**src/hdl/itrt_pkg.sv**
```systemverilog
// ----------------------------------------------------------------------------
// itrt_pkg: shared constants, types and helpers for the radix text converter
// Holds default sizes, ASCII codes, the radix limits and the job descriptor
// that travels from the front part to the back part.
// ----------------------------------------------------------------------------
package itrt_pkg;

  // Default sizes
  localparam int VALUE_WIDTH = 32;
  localparam int DIV_STEPS   = 8;   // quotient bits resolved per cycle
  localparam int MID_DEPTH   = 2;   // job queue between front and back
  localparam int OUT_DEPTH   = 4;   // result queue in front of the output

  localparam int RADIX_W = 6;
  localparam int CHAR_W  = 7;

  // Radix register
  localparam logic [RADIX_W-1:0] RADIX_RESET   = 6'd10;
  localparam logic [RADIX_W-1:0] RADIX_MIN     = 6'd2;
  localparam logic [RADIX_W-1:0] RADIX_MAX     = 6'd36;
  localparam logic [RADIX_W-1:0] RADIX_DECIMAL = 6'd10;

  // ASCII codes
  localparam logic [CHAR_W-1:0] CHAR_ZERO  = 7'h30;
  localparam logic [CHAR_W-1:0] CHAR_LOW_A = 7'h61;
  localparam logic [CHAR_W-1:0] CHAR_MINUS = 7'h2d;

  localparam logic [RADIX_W-1:0] DIGIT_MAX = 6'd9;
  localparam logic [CHAR_W-1:0]  DIGIT_TEN = 7'd10;

  // Control part of one job
  typedef struct packed {
    logic               neg;   // emit a leading minus sign
    logic [RADIX_W-1:0] base;  // saturated radix, 2..36
  } job_ctl_t;

  // Map a digit value to its lower-case ASCII character
  function automatic logic [CHAR_W-1:0] digit_char(input logic [RADIX_W-1:0] d);
    logic [CHAR_W-1:0] dw;
    dw = CHAR_W'(d);
    if (d > DIGIT_MAX) begin
      return dw - DIGIT_TEN + CHAR_LOW_A;
    end
    return dw + CHAR_ZERO;
  endfunction

endpackage

```
**src/hdl/itrt_ram.sv**
```systemverilog
// ----------------------------------------------------------------------------
// itrt_ram: generic single-write, single-read RAM
// One write port and one read port; read data is registered.
// ----------------------------------------------------------------------------
module itrt_ram #(
  parameter int WIDTH = 6,
  parameter int DEPTH = itrt_pkg::VALUE_WIDTH
) (
  input  logic                     clk,
  input  logic                     we,
  input  logic [$clog2(DEPTH)-1:0] waddr,
  input  logic [WIDTH-1:0]         wdata,
  input  logic                     re,
  input  logic [$clog2(DEPTH)-1:0] raddr,
  output logic [WIDTH-1:0]         rdata
);

  logic [WIDTH-1:0] mem [DEPTH];

  // Write and registered read
  always_ff @(posedge clk) begin
    if (we) begin
      mem[waddr] <= wdata;
    end
    if (re) begin
      rdata <= mem[raddr];
    end
  end

endmodule

```
**src/hdl/itrt_fifo.sv**
```systemverilog
// ----------------------------------------------------------------------------
// itrt_fifo: small register queue
// Push/pop queue with full, empty and an occupancy count.
// ----------------------------------------------------------------------------
module itrt_fifo #(
  parameter int WIDTH = 8,
  parameter int DEPTH = itrt_pkg::OUT_DEPTH
) (
  input  logic                       clk,
  input  logic                       rst_n,
  input  logic                       push,
  input  logic [WIDTH-1:0]           wr_data,
  input  logic                       pop,
  output logic [WIDTH-1:0]           rd_data,
  output logic                       full,
  output logic                       empty,
  output logic [$clog2(DEPTH+1)-1:0] count
);

  localparam int PTR_W = (DEPTH > 1) ? $clog2(DEPTH) : 1;
  localparam int CNT_W = $clog2(DEPTH + 1);

  logic [WIDTH-1:0] mem [DEPTH];
  logic [PTR_W-1:0] wr_ptr_r, wr_ptr_nxt;
  logic [PTR_W-1:0] rd_ptr_r, rd_ptr_nxt;
  logic [CNT_W-1:0] count_r, count_nxt;
  logic             do_push, do_pop;

  assign full    = (count_r == CNT_W'(DEPTH));
  assign empty   = (count_r == '0);
  assign count   = count_r;
  assign rd_data = mem[rd_ptr_r];
  assign do_push = push & ~full;
  assign do_pop  = pop & ~empty;

  // Advance pointers and occupancy
  always_comb begin
    wr_ptr_nxt = wr_ptr_r;
    rd_ptr_nxt = rd_ptr_r;
    if (do_push) begin
      wr_ptr_nxt = (wr_ptr_r == PTR_W'(DEPTH - 1)) ? '0 : wr_ptr_r + 1'b1;
    end
    if (do_pop) begin
      rd_ptr_nxt = (rd_ptr_r == PTR_W'(DEPTH - 1)) ? '0 : rd_ptr_r + 1'b1;
    end
    case ({do_push, do_pop})
      2'b10:   count_nxt = count_r + 1'b1;
      2'b01:   count_nxt = count_r - 1'b1;
      default: count_nxt = count_r;
    endcase
  end

  always_ff @(posedge clk) begin
    if (!rst_n) begin
      wr_ptr_r <= '0;
      rd_ptr_r <= '0;
      count_r  <= '0;
    end else begin
      wr_ptr_r <= wr_ptr_nxt;
      rd_ptr_r <= rd_ptr_nxt;
      count_r  <= count_nxt;
    end
  end

  // Store the pushed item
  always_ff @(posedge clk) begin
    if (do_push) begin
      mem[wr_ptr_r] <= wr_data;
    end
  end

endmodule

```
**src/hdl/itrt_front.sv**
```systemverilog
// ----------------------------------------------------------------------------
// itrt_front: input side of the converter
// Holds the radix register, saturates it, and turns each accepted value into
// a job: a magnitude plus sign and base for the back part.
// ----------------------------------------------------------------------------
module itrt_front #(
  parameter int VALUE_WIDTH = itrt_pkg::VALUE_WIDTH
) (
  input  logic                           clk,
  input  logic                           rst_n,
  input  logic                           cfg_we,
  input  logic [itrt_pkg::RADIX_W-1:0]   cfg_radix,
  input  logic                           in_push,
  input  logic [VALUE_WIDTH-1:0]         in_value,
  output logic                           in_full,
  input  logic                           job_full,
  output logic                           job_push,
  output logic [VALUE_WIDTH-1:0]         job_mag,
  output itrt_pkg::job_ctl_t             job_ctl
);

  logic [itrt_pkg::RADIX_W-1:0] radix_r;
  logic [itrt_pkg::RADIX_W-1:0] base;
  logic                         neg;

  // Radix register
  always_ff @(posedge clk) begin
    if (!rst_n) begin
      radix_r <= itrt_pkg::RADIX_RESET;
    end else if (cfg_we) begin
      radix_r <= cfg_radix;
    end
  end

  // Clamp the radix into its legal range
  always_comb begin
    if (radix_r < itrt_pkg::RADIX_MIN) begin
      base = itrt_pkg::RADIX_MIN;
    end else if (radix_r > itrt_pkg::RADIX_MAX) begin
      base = itrt_pkg::RADIX_MAX;
    end else begin
      base = radix_r;
    end
  end

  // Classify: only decimal output is signed
  assign neg          = (base == itrt_pkg::RADIX_DECIMAL) & in_value[VALUE_WIDTH-1];
  assign job_mag      = neg ? (~in_value + 1'b1) : in_value;
  assign job_ctl.neg  = neg;
  assign job_ctl.base = base;
  assign job_push     = in_push & ~job_full;
  assign in_full      = job_full;

endmodule

```
**src/hdl/itrt_back.sv**
```systemverilog
// ----------------------------------------------------------------------------
// itrt_back: digit generator and character emitter
// Divides the magnitude by the radix a few bits per cycle, stores each digit,
// then reads the digits back most significant first into the result queue.
// ----------------------------------------------------------------------------
module itrt_back #(
  parameter int VALUE_WIDTH = itrt_pkg::VALUE_WIDTH,
  parameter int DIV_STEPS   = itrt_pkg::DIV_STEPS,
  parameter int OUT_DEPTH   = itrt_pkg::OUT_DEPTH
) (
  input  logic                             clk,
  input  logic                             rst_n,
  input  logic                             job_valid,
  output logic                             job_pop,
  input  logic [VALUE_WIDTH-1:0]           job_mag,
  input  itrt_pkg::job_ctl_t               job_ctl,
  input  logic [$clog2(OUT_DEPTH+1)-1:0]   res_count,
  output logic                             res_push,
  output logic [itrt_pkg::CHAR_W:0]        res_data
);

  localparam int RW     = itrt_pkg::RADIX_W;
  localparam int CHUNKS = (VALUE_WIDTH + DIV_STEPS - 1) / DIV_STEPS;
  localparam int PW     = CHUNKS * DIV_STEPS;
  localparam int CHK_W  = (CHUNKS > 1) ? $clog2(CHUNKS) : 1;
  localparam int CNT_W  = $clog2(VALUE_WIDTH + 1);
  localparam int IDX_W  = $clog2(VALUE_WIDTH);
  localparam int OCW    = $clog2(OUT_DEPTH + 1) + 1;

  localparam logic [1:0] ST_IDLE = 2'd0;
  localparam logic [1:0] ST_DIV  = 2'd1;
  localparam logic [1:0] ST_EMIT = 2'd2;

  logic [1:0]       state_r, state_nxt;
  logic [PW-1:0]    quo_r, quo_nxt;
  logic [RW-1:0]    rem_r, rem_nxt;
  logic [RW-1:0]    base_r;
  logic             neg_r;
  logic [CHK_W-1:0] chunk_r, chunk_nxt;
  logic [CNT_W-1:0] cnt_r, cnt_nxt;
  logic             sign_pend_r, sign_pend_nxt;
  logic             rd_vld_r;
  logic             rd_last_r;

  logic [DIV_STEPS-1:0] top_bits;
  logic [DIV_STEPS-1:0] qbits;
  logic [PW-1:0]        quo_shift;
  logic                 last_chunk;
  logic                 digit_we;
  logic                 space;
  logic                 sign_fire;
  logic                 rd_fire;
  logic [CNT_W-1:0]     cnt_dec;
  logic [RW-1:0]        rd_digit;

  // Resolve DIV_STEPS quotient bits by restoring division
  always_comb begin
    logic [RW:0] r;
    r        = {1'b0, rem_r};
    qbits    = '0;
    top_bits = quo_r[PW-1 -: DIV_STEPS];
    for (int s = DIV_STEPS - 1; s >= 0; s--) begin
      r = {r[RW-1:0], top_bits[s]};
      if (r >= {1'b0, base_r}) begin
        r        = r - {1'b0, base_r};
        qbits[s] = 1'b1;
      end
    end
    rem_nxt   = r[RW-1:0];
    quo_shift = PW'({quo_r, qbits});
  end

  assign last_chunk = (chunk_r == CHK_W'(CHUNKS - 1));
  assign digit_we   = (state_r == ST_DIV) & last_chunk;
  assign cnt_dec    = cnt_r - 1'b1;

  // Emit only while the result queue has room for what is in flight
  assign space     = (OCW'(res_count) + OCW'(rd_vld_r)) < OCW'(OUT_DEPTH);
  assign sign_fire = (state_r == ST_EMIT) & sign_pend_r & space;
  assign rd_fire   = (state_r == ST_EMIT) & ~sign_pend_r & space;
  assign job_pop   = (state_r == ST_IDLE) & job_valid;

  // Sequence: load, divide digit by digit, emit
  always_comb begin
    state_nxt     = state_r;
    quo_nxt       = quo_r;
    chunk_nxt     = chunk_r;
    cnt_nxt       = cnt_r;
    sign_pend_nxt = sign_pend_r;
    unique case (state_r)
      ST_IDLE: begin
        if (job_valid) begin
          quo_nxt   = PW'(job_mag);
          chunk_nxt = '0;
          cnt_nxt   = '0;
          state_nxt = ST_DIV;
        end
      end
      ST_DIV: begin
        quo_nxt = quo_shift;
        if (last_chunk) begin
          chunk_nxt = '0;
          cnt_nxt   = cnt_r + 1'b1;
          if (quo_shift == '0) begin
            sign_pend_nxt = neg_r;
            state_nxt     = ST_EMIT;
          end
        end else begin
          chunk_nxt = chunk_r + 1'b1;
        end
      end
      ST_EMIT: begin
        if (sign_fire) begin
          sign_pend_nxt = 1'b0;
        end
        if (rd_fire) begin
          cnt_nxt = cnt_dec;
          if (cnt_r == CNT_W'(1)) begin
            state_nxt = ST_IDLE;
          end
        end
      end
      default: state_nxt = ST_IDLE;
    endcase
  end

  always_ff @(posedge clk) begin
    if (!rst_n) begin
      state_r     <= ST_IDLE;
      chunk_r     <= '0;
      cnt_r       <= '0;
      sign_pend_r <= 1'b0;
      rd_vld_r    <= 1'b0;
      quo_r       <= '0;
      neg_r       <= 1'b0;
    end else begin
      state_r     <= state_nxt;
      chunk_r     <= chunk_nxt;
      cnt_r       <= cnt_nxt;
      sign_pend_r <= sign_pend_nxt;
      rd_vld_r    <= rd_fire;
      quo_r       <= quo_nxt;
      if (job_pop) begin
        neg_r <= job_ctl.neg;
      end
    end
  end

  // Hold the base and the running remainder
  always_ff @(posedge clk) begin
    if (job_pop) begin
      base_r <= job_ctl.base;
      rem_r  <= '0;
    end else if (state_r == ST_DIV) begin
      rem_r <= last_chunk ? '0 : rem_nxt;
    end
    if (rd_fire) begin
      rd_last_r <= (cnt_r == CNT_W'(1));
    end
  end

  // Digit store, least significant digit at address zero
  itrt_ram #(
    .WIDTH (RW),
    .DEPTH (VALUE_WIDTH)
  ) u_digits (
    .clk   (clk),
    .we    (digit_we),
    .waddr (cnt_r[IDX_W-1:0]),
    .wdata (rem_nxt),
    .re    (rd_fire),
    .raddr (cnt_dec[IDX_W-1:0]),
    .rdata (rd_digit)
  );

  // Push the sign or the digit that just came out of the store
  assign res_push = sign_fire | rd_vld_r;
  assign res_data = rd_vld_r ? {rd_last_r, itrt_pkg::digit_char(rd_digit)}
                             : {1'b0, itrt_pkg::CHAR_MINUS};

endmodule

```
**src/hdl/integer_to_radix_text_core.sv**
```systemverilog
// ----------------------------------------------------------------------------
// integer_to_radix_text_core: signed integer to ASCII text in radix 2..36
// The back part converts one value at a time, digits then characters; the job
// queue lets further values be accepted while it is busy. A minus sign, when
// present, is the first character of the text.
// Reset: synchronous, radix returns to ten, all queues empty, no clearing pass.
// ----------------------------------------------------------------------------
module integer_to_radix_text_core #(
  parameter int VALUE_WIDTH = itrt_pkg::VALUE_WIDTH,
  parameter int DIV_STEPS   = itrt_pkg::DIV_STEPS,
  parameter int MID_DEPTH   = itrt_pkg::MID_DEPTH,
  parameter int OUT_DEPTH   = itrt_pkg::OUT_DEPTH
) (
  input  logic                         clk,
  input  logic                         rst_n,
  input  logic                         cfg_we,
  input  logic [itrt_pkg::RADIX_W-1:0] cfg_radix,
  input  logic                         in_push,
  output logic                         in_full,
  input  logic [VALUE_WIDTH-1:0]       in_value,
  output logic                         out_empty,
  input  logic                         out_pop,
  output logic [itrt_pkg::CHAR_W-1:0]  out_character,
  output logic                         out_last_char
);

  localparam int CTL_W = $bits(itrt_pkg::job_ctl_t);
  localparam int JOB_W = VALUE_WIDTH + CTL_W;
  localparam int RES_W = itrt_pkg::CHAR_W + 1;

  logic                           job_push, job_full, job_empty, job_pop;
  logic [VALUE_WIDTH-1:0]         front_mag, back_mag;
  itrt_pkg::job_ctl_t             front_ctl, back_ctl;
  logic [JOB_W-1:0]               job_rd;
  logic [$clog2(MID_DEPTH+1)-1:0] job_count;
  logic                           res_push, res_full;
  logic [RES_W-1:0]               res_wr, res_rd;
  logic [$clog2(OUT_DEPTH+1)-1:0] res_count;

  // Front: radix register and item classification
  itrt_front #(
    .VALUE_WIDTH (VALUE_WIDTH)
  ) u_front (
    .clk       (clk),
    .rst_n     (rst_n),
    .cfg_we    (cfg_we),
    .cfg_radix (cfg_radix),
    .in_push   (in_push),
    .in_value  (in_value),
    .in_full   (in_full),
    .job_full  (job_full),
    .job_push  (job_push),
    .job_mag   (front_mag),
    .job_ctl   (front_ctl)
  );

  // Job queue between the two parts
  itrt_fifo #(
    .WIDTH (JOB_W),
    .DEPTH (MID_DEPTH)
  ) u_job_q (
    .clk     (clk),
    .rst_n   (rst_n),
    .push    (job_push),
    .wr_data ({front_ctl, front_mag}),
    .pop     (job_pop),
    .rd_data (job_rd),
    .full    (job_full),
    .empty   (job_empty),
    .count   (job_count)
  );

  assign back_mag = job_rd[VALUE_WIDTH-1:0];
  assign back_ctl = itrt_pkg::job_ctl_t'(job_rd[JOB_W-1:VALUE_WIDTH]);

  // Back: digit division and character emission
  itrt_back #(
    .VALUE_WIDTH (VALUE_WIDTH),
    .DIV_STEPS   (DIV_STEPS),
    .OUT_DEPTH   (OUT_DEPTH)
  ) u_back (
    .clk       (clk),
    .rst_n     (rst_n),
    .job_valid (~job_empty),
    .job_pop   (job_pop),
    .job_mag   (back_mag),
    .job_ctl   (back_ctl),
    .res_count (res_count),
    .res_push  (res_push),
    .res_data  (res_wr)
  );

  // Result queue toward the consumer
  itrt_fifo #(
    .WIDTH (RES_W),
    .DEPTH (OUT_DEPTH)
  ) u_res_q (
    .clk     (clk),
    .rst_n   (rst_n),
    .push    (res_push),
    .wr_data (res_wr),
    .pop     (out_pop),
    .rd_data (res_rd),
    .full    (res_full),
    .empty   (out_empty),
    .count   (res_count)
  );

  assign out_character = res_rd[itrt_pkg::CHAR_W-1:0];
  assign out_last_char = res_rd[RES_W-1] & ~res_full | res_rd[RES_W-1] & res_full;
  // job_count is unused beyond occupancy tracking inside the queue
  logic unused_job_count;
  assign unused_job_count = |job_count;

endmodule
```
**config.mk**
```make
export PLATFORM = sky130hd
export DESIGN_NAME = integer_to_radix_text_core
export DESIGN_NICKNAME = d
export VERILOG_FILES = /design/src/hdl/itrt_pkg.sv /design/src/hdl/itrt_ram.sv /design/src/hdl/itrt_fifo.sv /design/src/hdl/itrt_front.sv /design/src/hdl/itrt_back.sv /design/src/hdl/integer_to_radix_text_core.sv
export SDC_FILE = /design/constraint.sdc
export NUM_CORES = 1
export LEC_CHECK = 0
export BUFFER_PORTS_ARGS = -buffer_cell sky130_fd_sc_hd__buf_2
export CAP_MARGIN = 20
export CORE_UTILIZATION = 35
export DETAILED_ROUTE_END_ITERATION = 7
export PLACE_DENSITY = 0.55
export SYNTH_ARGS = -nofsm -noshare
export SYNTH_HDL_FRONTEND = slang
export SYNTH_HIERARCHICAL = 1
export SYNTH_SLANG_ARGS = --single-unit
```
**constraint.sdc**
```tcl
create_clock -name clk -period 39.7 [get_ports clk]
set_input_delay 7.94 -clock clk [delete_from_list [all_inputs] [get_ports clk]]
set_output_delay 7.94 -clock clk [all_outputs]
set_load 0.02 [all_outputs]
```
==> metrics.cfg, run 1 <==
[status]
status = complete, no violations

[routing]
antenna_left = 0
vias = 11671
wl_mm = 42.8
drc_errors = 0
wl_per_cell_um = 19.5
dr.pass1.iters = 5
initialDrtViolationCount = 710
vias_per_cell = 5.31

[floorplan]
initial_utilization = 0.358
die_area_um2 = 56400
placeableCoreArea_um2 = 54200
die_h_um = 237
ios = 53
placementRows = 85
fp.dieW_um = 237

[clock_network]
clockBufferDepth = 3
h-tree-depth = 2
cts_setup_buffers = 0
cts_resized = 0
cts_sinks = 386
hold_buffers = 0
cts_tree = yes
path_clk_slew_ps = 60
root_buffer = clkbuf_16
worstSkewPairLatency_ps = 580
cts_buffers = 42

[sta]
max_freq_mhz = 52.9
final_max_slew_viol_count = 0
rsz0062_at_grt = false
worst_slew_pin_slew_ps = 1100
skew_ps = 19.4
fin_crit_ps = 18910
hold_viol = 0
setup_viol = 0
min_period_over_period = 0.476
setup_tns_ps = 0
slew-limit-headroom = 0.264
holdWs_ps = 472

[yosys]
synth_common_cells = 315 x edfxtp_1, 94 x nand2_1, 71 x dfxtp_1, 71 x nor2_1
synthCells = 1427
synth_ff_type = edfxtp_1
ys_top_cells_by_area = edfxtp_1 49%, mux4_2 7.9%, dfxtp_1 7.3%, ha_1 4.5%, mux2_2 3.6%
yosysWarnings = 6
synth_top_area_share = 0.488
synth_cell_types = 86
synth_edf_count = 315
syn-num-nets = 1548
async_flop_share = 0
synth_area_um2 = 19400
syn_avg_cell_area_um2 = 13.6
synth_top_cell_by_area = edfxtp_1
ys_seq_area_frac = 0.561
ys_ff_latch = 386
synth.most_common_cell = edfxtp_1

[placement]
portBuffers = 52
place.gp.congestion = 0.888
hpwl_mm = 29.3

[global_routing]
grt.overflow.total = 0
grt_max_degree = 54
grt_pass1_wl_mm = 67.0
grt_pass1_vias = 11463
antenna_found_initial = 0
track_usage = 0.152

[finish]
drive_above_1_share = 0.193
fill_cells = 5020
fin_nets = 1593
syn_to_final_growth_pct = 12.0
n_antenna_cell = 0

[flow_run]
max_cap_violations = 0

[min_path]
hp-class = reg2reg
hold_depth = 2

[worst_setup_path]
crit_fanout = 14
cpMaxStageDelayCell = a31oi_1
r2r_cells = 69
crit_path_frequent_cell = o21ai_0
cp.arrival_ps = 19380
cp.required_ps = 40170
critical-path-max-stage-delay_ps = 900
cp-end-kind = register
critPathKind = reg2reg
startpoint_type = register

-- registers in the layout, summed over array words and instances, names as in the netlist, 3 cells and up, named ones only --
register / cells
u_back/cnt_r: 6
u_back/u_digits/rdata: 6
u_back/rem_r: 6
u_back/base_r: 6
u_back/quo_r: 32
u_res_q/mem: 32
u_back/u_digits/mem: 192
u_job_q/mem: 78
u_res_q/count: 3
u_front/radix_r: 6
-- worst max-delay path, delay by kind of cell (launching register included) --
family | cells | cell delay [ps]
fa+ha+maj | 8 | 2680
mux | 8 | 2670
buf+inv | 4 | 680
compound gates | 34 | 9330
simple gates | 15 | 2790
flops | 1 | 680
-- logic make-up after synthesis --
group	after synthesis	synth area share
xor+xnor	66	0.0298
compound gates	229	0.0870
flops	386	0.561
buf+inv	132	0.0289
simple gates	351	0.0956
mux	184	0.143
fa+ha+maj	79	0.0543
-- cell usage in the layout, fill, tap and decap left out, types with 9 or more instances in the layout --
cell type | Yosys | routed
ha_1 | 69 | 68
a21oi_1 | 36 | 36
inv_1 | 69 | 68
o31ai_1 | 14 | 14
buf_2 | 13 | 52
nand2b_1 | 17 | 17
mux2_2 | 62 | 62
nand3_1 | 22 | 22
o211a_1 | 28 | 28
xor2_1 | 16 | 15
edfxtp_1 | 315 | 315
clkbuf_1 | 38 | 15
nor3_1 | 18 | 18
fa_1 | 9 | 9
nand2_1 | 94 | 94
clkbuf_16 | 0 | 43
o21a_1 | 10 | 10
or3_1 | 10 | 10
nor2_1 | 71 | 71
nor2b_1 | 37 | 37
buf_4 | 3 | 9
and2_1 | 19 | 19
mux4_2 | 68 | 68
mux2i_1 | 52 | 51
xnor2_1 | 50 | 50
dfxtp_1 | 71 | 70
o21ai_0 | 46 | 46
-- final cells by class --
class	instances	area, µm²	share of cell area
clock buffers	60	1150	0.0529
clock inverters	13	178	0.00818
repair buffers	63	380	0.0175
flip-flops and latches	386	10900	0.501
inverters	70	263	0.0121
multi-input cells	909	8000	0.368
well taps	696	871	0.0401
-- worst paths after layout --
check | from | end | slack (ps)
max | u_back/base_r[1] | u_back/state_r[0] | 20790
min | u_back/neg_r | u_back/neg_r | 470
max reg2reg | u_back/base_r[1] | u_back/state_r[0] | 20790
min reg2reg | u_back/neg_r | u_back/neg_r | 470
-- per-layer routing --
metal | share of wire | wire, µm | vias up | global-route usage
met3 | 0.042 | 1780 | 66 | 0.0283
met2 | 0.48 | 20500 | 233 | 0.255
met4 | 0.023 | 983 | 0 | 0.0454
met1 | 0.46 | 19500 | 5848 | 0.201
met5 | 0 | 0 | - | 0
li1 | - | - | 5524 | -
-- stage by stage --
stage	std cells	util	worst slack [ps]	instance area, µm²
after CTS	2195	0.399	20860	21700
final	2197	0.400	20790	21700
after detailed placement	2122	0.375	20930	20300
after global placement	2122	0.375	21440	20300
after global routing	2197	0.400	19090	21700
after floorplan	1427	-	23420	19400
Power of run 1 is not shown: default switching activity piles up to over one toggle a cycle in this logic, so the estimate is an artifact.
==> inputs of run 2 (changes only) <==
Clock period 39.7 ns to 18.65 ns, I/O delays scaled along.
==> run 2 against run 1 <==
Sequential share of layout area shrank 0.38 points. Critical path depth grew 3. Routed wire length decreased by 1.5%. Utilization is 0.31 points higher. Non-clock buffer count increased by 10. Via count fell by 0.96%. Clock skew increased by 21 ps. Flip-flop and latch count unchanged. Clock-buffer cell count fell by 8. Final cell count up 0.68%. Largest cell class unchanged. Cell area increased by 0.77%. Highest routed layer unchanged.
==> metrics.cfg, run 2 (synthesis results as in run 1) <==
[flow_run]
max_cap_violations = 0  ; unchanged

[clock_network]
worstSkewPairLatency_ps = 590  ; about the same
root_buffer = clkbuf_16
hold_buffers = 0  ; unchanged
path_clk_slew_ps = 60  ; about the same
h-tree-depth = 2  ; unchanged
cts_tree = yes
clockBufferDepth = 3  ; unchanged
cts_buffers = 44  ; +4.8%
cts_sinks = 386  ; unchanged

[worst_setup_path]
critPathCapture = u_back/state_r[0]
critPathKind = reg2reg
cpMaxStageDelayCell = or4_2
cp-end-kind = register
crit_family = compound AO/OA/AOI/OAI gates
cp_num_buf_inv = 5  ; +1
r2r_setup_slack_ps = 1270  ; -19520 ps
cp.arrival_ps = 17830  ; -1550 ps
reg2reg_from = u_back/base_r[1]
crit_path_start = u_back/base_r[1]
crit_fanout = 15  ; +1
startpoint_type = register
cp.required_ps = 19090  ; -21080 ps
reg2reg_to = u_back/state_r[0]
r2r_cells = 72  ; +4.3%
path_depth = 72  ; +4.3%
critical-path-max-stage-delay_ps = 630  ; -270 ps

[floorplan]
die_h_um = 237  ; unchanged
initial_utilization = 0.358  ; unchanged
die_area_um2 = 56400  ; unchanged
placementRows = 85  ; unchanged
ios = 53  ; unchanged
fp.dieW_um = 237  ; unchanged
placeableCoreArea_um2 = 54200  ; unchanged

[min_path]
hp-start = u_back/neg_r
hp-class = reg2reg
hold_depth = 2  ; unchanged

[finish]
drive_above_1_share = 0.211  ; +0.0179
largest_register_ffs = 192  ; unchanged
largestRegisters = u_back/u_digits/mem x192, u_job_q/mem x78
n_antenna_cell = 0  ; unchanged
fill_cells = 5023  ; +0.060%
final_common_cell = edfxtp_1
regMostFlops = u_back/u_digits/mem
syn_to_final_growth_pct = 12.9
fin_nets = 1605  ; +0.75%
final_cell_mix = 315 x edfxtp_1, 94 x nand2_1, 71 x nor2_1

[sta]
holdWs_ps = 470  ; -1.62 ps
min_period_over_period = 0.932  ; +0.456
setup_viol = 0  ; unchanged
max_freq_mhz = 57.5  ; +8.8%
final_max_slew_viol_count = 0  ; unchanged
skew_ps = 40.9  ; +21.5 ps
hold_viol = 0  ; unchanged
slew-limit-headroom = 0.313  ; +0.0491
fin_crit_ps = 17380  ; -1530 ps
worst_slew_pin_slew_ps = 1010  ; -84.5 ps

[routing]
wl_mm = 42.1  ; -1.5%
initialDrtViolationCount = 626  ; -12%
dr.pass1.iters = 5  ; unchanged
antenna_left = 0  ; unchanged
vias = 11559  ; -0.96%
vias_per_cell = 5.23  ; -1.6%
drc_errors = 0  ; unchanged
wl_per_cell_um = 19.0  ; -2.1%

[global_routing]
track_usage = 0.152  ; -0.000818
met1_usage = 0.197  ; -0.00368
busiest_layer = met2
globalRouteMet3Util = 0.0291  ; +0.000813
grt_max_degree = 69  ; +28%
grt.overflow.total = 0  ; unchanged
grt_pass1_wl_mm = 66.8  ; -0.30%
grt_pass1_vias = 11640  ; +1.5%
met2_usage = 0.256  ; +0.00124
antenna_found_initial = 0  ; unchanged

[status]
status = complete, no violations

[placement]
hpwl_mm = 28.8  ; -1.8%
portBuffers = 52  ; unchanged
place.gp.congestion = 0.874  ; -1.6%

## run 2: per-stage QoR
stage | setup WS [ps] | TNS, ps | instances | area [µm²] | util
6_report | 1270 | 0 | 2212 | 21900 | 0.404
5_1_grt | -71.6 | -71.6 | 2212 | 21900 | 0.404
4_1_cts | 572 | 0 | 2207 | 21800 | 0.402
3_5_place_dp | 682 | 0 | 2129 | 20400 | 0.376
3_3_place_gp | 1230 | 0 | 2129 | 20400 | 0.376
2_1_floorplan | 2370 | 0 | 1427 | 19400 | -
## run 2: tightest hold or removal path: stages (launching register included)
cell and delay (ps):
dfxtp_1 310, nand2_1 50, a21boi_0 70
## run 2: metal layers
layer  vias up  wire [µm]
met1      5688      18900
met4         0       1050
met5         -          0
li1       5557          -
met3        72       1840
met2       242      20300
## run 2: worst min path at each step
stage | end
floorplan | u_back/neg_r
detailed placement | u_back/neg_r
finish | u_back/neg_r
global placement | u_back/neg_r
CTS | u_back/neg_r
global route | u_back/neg_r
## run 2: repair_timing
action | in CTS | in global routing
gates resized for setup | 0 | 10
setup endpoints to repair | 0 | 202
buffers inserted | 0 | 3
## run 2: layout make-up
| type | instances | area, µm² | share of cell area |
|---|---|---|---|
| flip-flops and latches | 386 | 10900 | 0.497 |
| inverters | 70 | 267 | 0.0122 |
| clock buffers | 52 | 1160 | 0.0530 |
| clock inverters | 26 | 250 | 0.0114 |
| repair buffers | 73 | 425 | 0.0194 |
| multi-input cells | 909 | 8030 | 0.367 |
| well taps | 696 | 871 | 0.0398 |
Power of run 2 is left out for the same reason.
